## src/rtl/mi4_pkg.sv

```systemverilog
// mi4_pkg: shared widths, command and status types, and cofactor term tables
// for the 4x4 matrix inverse. Used by mi4_ctrl, mi4_datapath and matrix4_inverse.
`timescale 1ns / 1ps

package mi4_pkg;

    localparam int FRAC_BITS = 16;
    localparam int NELEM     = 16;
    localparam int IDXW      = 4;
    localparam int DATAW     = 32;
    // cofactor register width: exact 3x3 minors of 32-bit values fit in 97 bits
    localparam int CW        = 100;
    // accumulator and determinant width: exact determinant fits in 134 bits
    localparam int AW        = 136;
    // numerator magnitude width: cofactor magnitude shifted by 2*FRAC_BITS
    localparam int NW        = CW + 2 * FRAC_BITS;
    localparam int LIMBS     = 4;
    localparam int CXW       = LIMBS * DATAW;
    localparam int PW        = 2 * (DATAW + 1);
    localparam int DIVSTEPS  = DATAW;
    localparam logic [DATAW-1:0] ONE_VAL  = DATAW'(1) << FRAC_BITS;
    localparam logic [DATAW-1:0] NEG_LIM  = {1'b1, {(DATAW-1){1'b0}}};
    localparam logic [DATAW-1:0] POS_LIM  = {1'b0, {(DATAW-1){1'b1}}};

    typedef enum logic [1:0] {
        B_Q,
        B_M1LO,
        B_M1HI,
        B_LIMB
    } bsel_t;

    typedef struct packed {
        logic              st_we;
        logic [IDXW-1:0]   st_addr;
        logic [IDXW-1:0]   cof_addr;
        logic              cof_we;
        logic              ld_a;
        logic              ld_c;
        logic              ld_m1;
        logic              mul;
        bsel_t             bsel;
        logic [1:0]        limb;
        logic              acc_clr;
        logic              acc_add;
        logic              acc_neg;
        logic [1:0]        acc_sh;
        logic              ld_det;
        logic              div_init;
        logic              div_step;
        logic              rnd;
        logic              emit;
        logic              last;
    } cmd_t;

    typedef struct packed {
        logic singular;
        logic out_free;
    } stat_t;

    // index i of the three kept lines, skipping line gap
    function automatic logic [1:0] skip_idx(input logic [1:0] i, input logic [1:0] gap);
        return (i < gap) ? i : i + 2'd1;
    endfunction

    // column choice of term t (six permutations of a 3x3 determinant)
    function automatic logic [1:0] perm_col(input logic [2:0] t, input logic [1:0] p);
        logic [1:0] r;
        case (t)
            3'd0:    r = p;
            3'd1:    r = (p == 2'd0) ? 2'd0 : ((p == 2'd1) ? 2'd2 : 2'd1);
            3'd2:    r = (p == 2'd0) ? 2'd1 : ((p == 2'd1) ? 2'd0 : 2'd2);
            3'd3:    r = (p == 2'd0) ? 2'd1 : ((p == 2'd1) ? 2'd2 : 2'd0);
            3'd4:    r = (p == 2'd0) ? 2'd2 : ((p == 2'd1) ? 2'd0 : 2'd1);
            default: r = (p == 2'd0) ? 2'd2 : ((p == 2'd1) ? 2'd1 : 2'd0);
        endcase
        return r;
    endfunction

    // store address of factor p of term t of cofactor k (row k[3:2], col k[1:0]);
    // the minor drops row k[1:0] and column k[3:2]
    function automatic logic [IDXW-1:0] term_addr(input logic [IDXW-1:0] k,
                                                  input logic [2:0] t,
                                                  input logic [1:0] p);
        logic [1:0] row;
        logic [1:0] col;
        row = skip_idx(p, k[1:0]);
        col = skip_idx(perm_col(t, p), k[3:2]);
        return {row, col};
    endfunction

    // term sign: odd permutation xor cofactor checkerboard sign
    function automatic logic term_neg(input logic [IDXW-1:0] k, input logic [2:0] t);
        logic odd;
        odd = (t == 3'd1) || (t == 3'd2) || (t == 3'd5);
        return odd ^ k[2] ^ k[0];
    endfunction

endpackage

```

## src/rtl/mi4_ctrl.sv

```systemverilog
// mi4_ctrl: sequencer for load, cofactor, determinant, divide and emit phases.
// Depends on mi4_pkg.
`timescale 1ns / 1ps

module mi4_ctrl (
    input  logic           clk,
    input  logic           rst_n,
    input  logic           in_valid,
    input  logic           go,
    output logic           in_ready,
    output mi4_pkg::cmd_t  cmd,
    input  mi4_pkg::stat_t stat
);
    import mi4_pkg::*;

    typedef enum logic [4:0] {
        S_IDLE,
        S_CT0, S_CT1, S_CT2, S_CT3, S_CT4, S_CT5, S_CT6,
        S_CWR,
        S_DT0, S_DT1, S_DT2, S_DT3, S_DT4, S_DT5, S_DT6,
        S_DFIN,
        S_O0, S_O1, S_O2,
        S_DIV,
        S_RND,
        S_EMIT
    } state_t;

    state_t          state_reg;
    logic [IDXW-1:0] k_reg;
    logic [2:0]      t_reg;
    logic [4:0]      n_reg;
    logic            sg;

    assign in_ready = (state_reg == S_IDLE);
    assign sg       = term_neg(k_reg, t_reg);

    always_comb
    begin
        cmd          = '0;
        cmd.bsel     = B_Q;
        cmd.st_we    = in_valid && (state_reg == S_IDLE);
        cmd.cof_addr = k_reg;
        case (state_reg)
            // hold the accumulator at zero so the first cofactor starts clean
            S_IDLE: cmd.acc_clr = 1'b1;
            S_CT0: cmd.st_addr = term_addr(k_reg, t_reg, 2'd0);
            S_CT1:
            begin
                cmd.st_addr = term_addr(k_reg, t_reg, 2'd1);
                cmd.ld_a    = 1'b1;
            end
            S_CT2:
            begin
                cmd.st_addr = term_addr(k_reg, t_reg, 2'd2);
                cmd.mul     = 1'b1;
                cmd.bsel    = B_Q;
            end
            S_CT3:
            begin
                cmd.ld_m1 = 1'b1;
                cmd.ld_a  = 1'b1;
            end
            S_CT4:
            begin
                cmd.mul  = 1'b1;
                cmd.bsel = B_M1LO;
            end
            S_CT5:
            begin
                cmd.acc_add = 1'b1;
                cmd.acc_neg = sg;
                cmd.acc_sh  = 2'd0;
                cmd.mul     = 1'b1;
                cmd.bsel    = B_M1HI;
            end
            S_CT6:
            begin
                cmd.acc_add = 1'b1;
                cmd.acc_neg = sg;
                cmd.acc_sh  = 2'd1;
            end
            S_CWR:
            begin
                cmd.cof_we  = 1'b1;
                cmd.acc_clr = 1'b1;
            end
            S_DT0:
            begin
                cmd.st_addr  = {2'b00, k_reg[1:0]};
                cmd.cof_addr = {k_reg[1:0], 2'b00};
            end
            S_DT1:
            begin
                cmd.ld_a = 1'b1;
                cmd.ld_c = 1'b1;
            end
            S_DT2:
            begin
                cmd.mul  = 1'b1;
                cmd.bsel = B_LIMB;
                cmd.limb = 2'd0;
            end
            S_DT3, S_DT4, S_DT5:
            begin
                cmd.acc_add = 1'b1;
                cmd.mul     = 1'b1;
                cmd.bsel    = B_LIMB;
                if (state_reg == S_DT3)
                begin
                    cmd.acc_sh = 2'd0;
                    cmd.limb   = 2'd1;
                end
                else if (state_reg == S_DT4)
                begin
                    cmd.acc_sh = 2'd1;
                    cmd.limb   = 2'd2;
                end
                else
                begin
                    cmd.acc_sh = 2'd2;
                    cmd.limb   = 2'd3;
                end
            end
            S_DT6:
            begin
                cmd.acc_add = 1'b1;
                cmd.acc_sh  = 2'd3;
            end
            S_DFIN:   cmd.ld_det   = 1'b1;
            S_O1:     cmd.ld_c     = 1'b1;
            S_O2:     cmd.div_init = 1'b1;
            S_DIV:    cmd.div_step = 1'b1;
            S_RND:    cmd.rnd      = 1'b1;
            S_EMIT:
            begin
                cmd.emit = stat.out_free;
                cmd.last = (k_reg == IDXW'(NELEM - 1));
            end
            default: ;
        endcase
    end

    always_ff @(posedge clk or negedge rst_n)
    begin
        if (!rst_n)
        begin
            state_reg <= S_IDLE;
            k_reg     <= '0;
            t_reg     <= '0;
            n_reg     <= '0;
        end
        else
        begin
            case (state_reg)
                S_IDLE:
                begin
                    if (in_valid && go)
                    begin
                        state_reg <= S_CT0;
                        k_reg     <= '0;
                        t_reg     <= '0;
                    end
                end
                S_CT0: state_reg <= S_CT1;
                S_CT1: state_reg <= S_CT2;
                S_CT2: state_reg <= S_CT3;
                S_CT3: state_reg <= S_CT4;
                S_CT4: state_reg <= S_CT5;
                S_CT5: state_reg <= S_CT6;
                S_CT6:
                begin
                    if (t_reg == 3'd5)
                    begin
                        state_reg <= S_CWR;
                    end
                    else
                    begin
                        t_reg     <= t_reg + 3'd1;
                        state_reg <= S_CT0;
                    end
                end
                S_CWR:
                begin
                    t_reg <= '0;
                    if (k_reg == IDXW'(NELEM - 1))
                    begin
                        k_reg     <= '0;
                        state_reg <= S_DT0;
                    end
                    else
                    begin
                        k_reg     <= k_reg + IDXW'(1);
                        state_reg <= S_CT0;
                    end
                end
                S_DT0: state_reg <= S_DT1;
                S_DT1: state_reg <= S_DT2;
                S_DT2: state_reg <= S_DT3;
                S_DT3: state_reg <= S_DT4;
                S_DT4: state_reg <= S_DT5;
                S_DT5: state_reg <= S_DT6;
                S_DT6:
                begin
                    if (k_reg == IDXW'(3))
                    begin
                        k_reg     <= '0;
                        state_reg <= S_DFIN;
                    end
                    else
                    begin
                        k_reg     <= k_reg + IDXW'(1);
                        state_reg <= S_DT0;
                    end
                end
                S_DFIN: state_reg <= S_O0;
                S_O0:   state_reg <= stat.singular ? S_EMIT : S_O1;
                S_O1:   state_reg <= S_O2;
                S_O2:
                begin
                    n_reg     <= '0;
                    state_reg <= S_DIV;
                end
                S_DIV:
                begin
                    n_reg <= n_reg + 5'd1;
                    if (n_reg == 5'(DIVSTEPS - 1))
                    begin
                        state_reg <= S_RND;
                    end
                end
                S_RND: state_reg <= S_EMIT;
                S_EMIT:
                begin
                    if (stat.out_free)
                    begin
                        if (k_reg == IDXW'(NELEM - 1))
                        begin
                            state_reg <= S_IDLE;
                        end
                        else
                        begin
                            k_reg     <= k_reg + IDXW'(1);
                            state_reg <= S_O0;
                        end
                    end
                end
                default: state_reg <= S_IDLE;
            endcase
        end
    end

endmodule

```

## config.mk

```make
export PLATFORM = sky130hd
export DESIGN_NAME = mi4_ctrl
export DESIGN_NICKNAME = d
export VERILOG_FILES = /design/src/rtl/mi4_pkg.sv /design/src/rtl/mi4_ctrl.sv
export SDC_FILE = /design/constraint.sdc
export NUM_CORES = 1
export LEC_CHECK = 0
export ABC_AREA = 1
export BUFFER_PORTS_ARGS = -buffer_cell sky130_fd_sc_hd__buf_2
export CAP_MARGIN = 25
export CELL_PAD_IN_SITES_DETAIL_PLACEMENT = 0
export CELL_PAD_IN_SITES_GLOBAL_PLACEMENT = 1
export CORE_ASPECT_RATIO = 0.8
export CORE_MARGIN = 2
export CORE_UTILIZATION = 40
export DETAILED_ROUTE_END_ITERATION = 8
export GPL_TIMING_DRIVEN = 1
export MAX_ROUTING_LAYER = met4
export PLACE_DENSITY_LB_ADDON = 0.1
export SETUP_SLACK_MARGIN = 0.1
export SYNTH_ARGS = -nofsm -noshare
export SYNTH_HDL_FRONTEND = slang
export SYNTH_SLANG_ARGS = --single-unit
```

## constraint.sdc

```tcl
create_clock -name clk -period 4.04 [get_ports clk]
set_input_delay 0.808 -clock clk [delete_from_list [all_inputs] [get_ports clk]]
set_output_delay 0.808 -clock clk [all_outputs]
set_load 0.01 [all_outputs]
```

==> impl_results.md <==
* Result of the run: complete, no violations
* Sequential fraction of design power at 56.1%
* Clk slew on worst S/H paths at 0.07 ns
* Routed via count divided by cell count at 4.78
* Design internal power at 240 uW
* Fmax achieved at 311 MHz
* Final hold slack at 0.471 ns
* Comb pwr share at 2.1%
* Setup Buffers After CTS at 0
* Number of cells in the design after placement at 386
* Least-Margin Pin Slew at 0.517 ns
* Required time at the endpoint of the critical path at 3.23 ns
* Flip-flop and latch count after synthesis at 17
* Part of the total power dissipated in the clock network at 41.8%
* Number of fillers in the final layout at 463
* Net load switching power at 62.7 uW
* Per-instance average area after synthesis at 5.98 um^2
* Post-CTS Hold Buffers at 0
* Net count after synthesis at 313
* Fin crit period at 3.21 ns
* Routed wire length at 4670 um
* Wire length of the first global-routing pass at 8110 um
* Setup repair after global routing missed its margin: no
* Leading cell types by count after synthesis: 88 x nand2_1, 49 x inv_1, 39 x nor2_1
* Initial antenna violation count at 0
* Total power per unit cell area at 148 mW/mm^2
* Number of hold violations in the final report at 0
* Vias in the first global route at 1671
* Total non-filler cell area in the finished layout at 0.00205 mm^2
* Core region area at 0.00420 mm^2
* Routability congestion estimate at 0.890
* Remaining antenna violation count at 0
* Setup WS post-layout at 0.828 ns
* Max-Slew Margin vs Limit at 65.2%
* H-Tree Depth at 1
* CTS tree: done
* Detailed-route wire length per cell at 12.0 um
* Leak at 1.26 nW
* Top-level port count at 36
* Worst setup timing slack at the placement stage at 1.12 ns
* Hold Path Class: primary input to asynchronous set/reset pin
* Crit Path Category: flip-flop to primary output
* Max-slew violation total from the final report at 0
* Remaining global-route overflow at 0
* Async SR Flop Fraction at 100%
* Count of inserted antenna diode cells at 0
* Part of the Yosys area used for sequential elements at 24.1%
* Number of instances resized during post-cts repair at 0
* Kind of end point of the critical path: primary output
* Post-synth EDFFs at 0
* Final period utilization at 79.5%
* Top cells by area in the synthesized netlist: dfrtp_1 24%, nand2_1 19%, inv_1 10%
* Most common cell in the synthesized netlist: nand2_1
* Pin count of the biggest net entering global routing at 18
* Area growth from synthesis to layout at 16.3%
* Switching share of power at 20.7%
* Worst clock skew at 0.00328 ns
* Y dimension of the die at 63.4 um
* Clk sink count at 17
* Post-layout net count at 352
* Utilization after layout at 48.8%
* Vias at 1863
* Layout Cells excl Fill at 390
* Starting density of the core at 41.9%
* Maximum VDD drop at 0.159 mV
* Die Area at 0.00496 mm^2
* Maximum root-to-sink buffer count at 2
* Final HPWL DP at 3860 um
* Router iterations before antenna repair at 4
* Number of violations reported at the end of detailed-routing iteration 0 at 61
* Startpoint Class: flip-flop
* All-layer global routing usage at 20.9%
* Buffer cell driving the clock tree root: clkbuf_8
* Final setup viols at 0
* Source-to-sink clock delay at the later pin of the worst-skew pair at 0.25 ns
* Core Rows at 21
* Total power of the final layout at 303 uW
* Library cell occupying the most area in the post-synthesis netlist: dfrtp_1
* Yosys warns at 0
* Die X at 78.2 um
* Max cap viols at 0
* Mapped Cells at 295
* Total negative setup slack at 0 ns
* Main flop type after synthesis: dfrtp_1
* Worst-path fanout max at 5
* Share of cells above drive strength 1 at 17.4%
* Count of buffers inserted at the top-level ports at 35
* Number of unique standard cell types used by synthesis at 26
* Number of buffers created by CTS at 3
* Instance area at placement at 0.00200 mm^2
* Yosys top cell area share at 24.1%
* Arrival time worst endpoint at 2.40 ns
* Cell area after synthesis at 0.00176 mm^2
* Post-route DRC violation count at 0
[kinds of logic after synthesis]
logic type	share of synthesized area (%)
adders and majority gates	8.52
AOI/OAI and AO/OA	7.45
buffers and inverters	11.6
and+or+nand+nor	45.8
DFF	24.1
xor gates and xnor gates	2.48
[worst max-delay path: stages (launching register included)]
cell and delay, ns:
dfrtp_1 0.42, ha_1 0.21, ha_1 0.21, a21oi_1 0.28, inv_1 0.12, nor2_1 0.11
ha_1 0.23, nand2_1 0.11, nand3_1 0.08, nand2_1 0.08, nor2_1 0.04, nor2_1 0.09
nand2_1 0.05, buf_2 0.13
[power by group through the flow]
stage / sequential (mW) / clock (mW) / combinational, mW
2_1_floorplan: 0.173 / 0 / 0.000676
3_3_place_gp: 0.173 / 0 / 0.00654
3_5_place_dp: 0.173 / 0 / 0.00665
4_1_cts: 0.170 / 0.131 / 0.00668
5_1_grt: 0.170 / 0.136 / 0.00747
6_report: 0.170 / 0.127 / 0.00630
[worst paths after layout]
path,start,end,slack (ns),depth (start not counted)
setup / recovery,t_reg[0],cmd[24],0.83,13
hold / removal,rst_n,state_reg[2],0.47,1
setup reg to reg,state_reg[4],k_reg[0],2.35,9
hold reg to reg,n_reg[0],n_reg[0],0.50,1
max in group asynchronous,rst_n,t_reg[1],3.29,1
min in group clk,n_reg[0],n_reg[0],0.50,1
[layer usage]
layer / part of all wire, % / global-route usage, % / up-vias
met5: 0 / - / -
met4: 0.32 / 3.29 / 0
met3: 3.3 / 2.01 / 2
met2: 40 / 29.4 / 31
met1: 57 / 32.9 / 820
li1: - / - / 1010
[cell type report]
type | instances | area [um^2] | area share (%)
clock buffers | 3 | 41.3 | 2.01
clock inverters | 1 | 5.00 | 0.244
inverters | 53 | 199 | 9.70
multi-input cells | 224 | 1130 | 55.3
flip-flops and latches | 17 | 425 | 20.7
well taps | 57 | 71.3 | 3.48
repair buffers | 35 | 175 | 8.54
[placed cells by master (no fill, tap or decap), types with 2 or more instances in the layout]
cell      count
clkbuf_8      3
a21oi_1       5
inv_1        49
xor2_1        3
o22ai_1       3
nand3_1      35
inv_2         4
nand4_1       3
nor2_1       39
nand2_2       4
nor3_1        4
dfrtp_1      17
buf_2        35
nand2_1      88
o21ai_0      10
nor2_2        6
xnor2_1       2
o221ai_1      2
ha_1         12
Note: power is estimated with default switching activity, not from simulation.
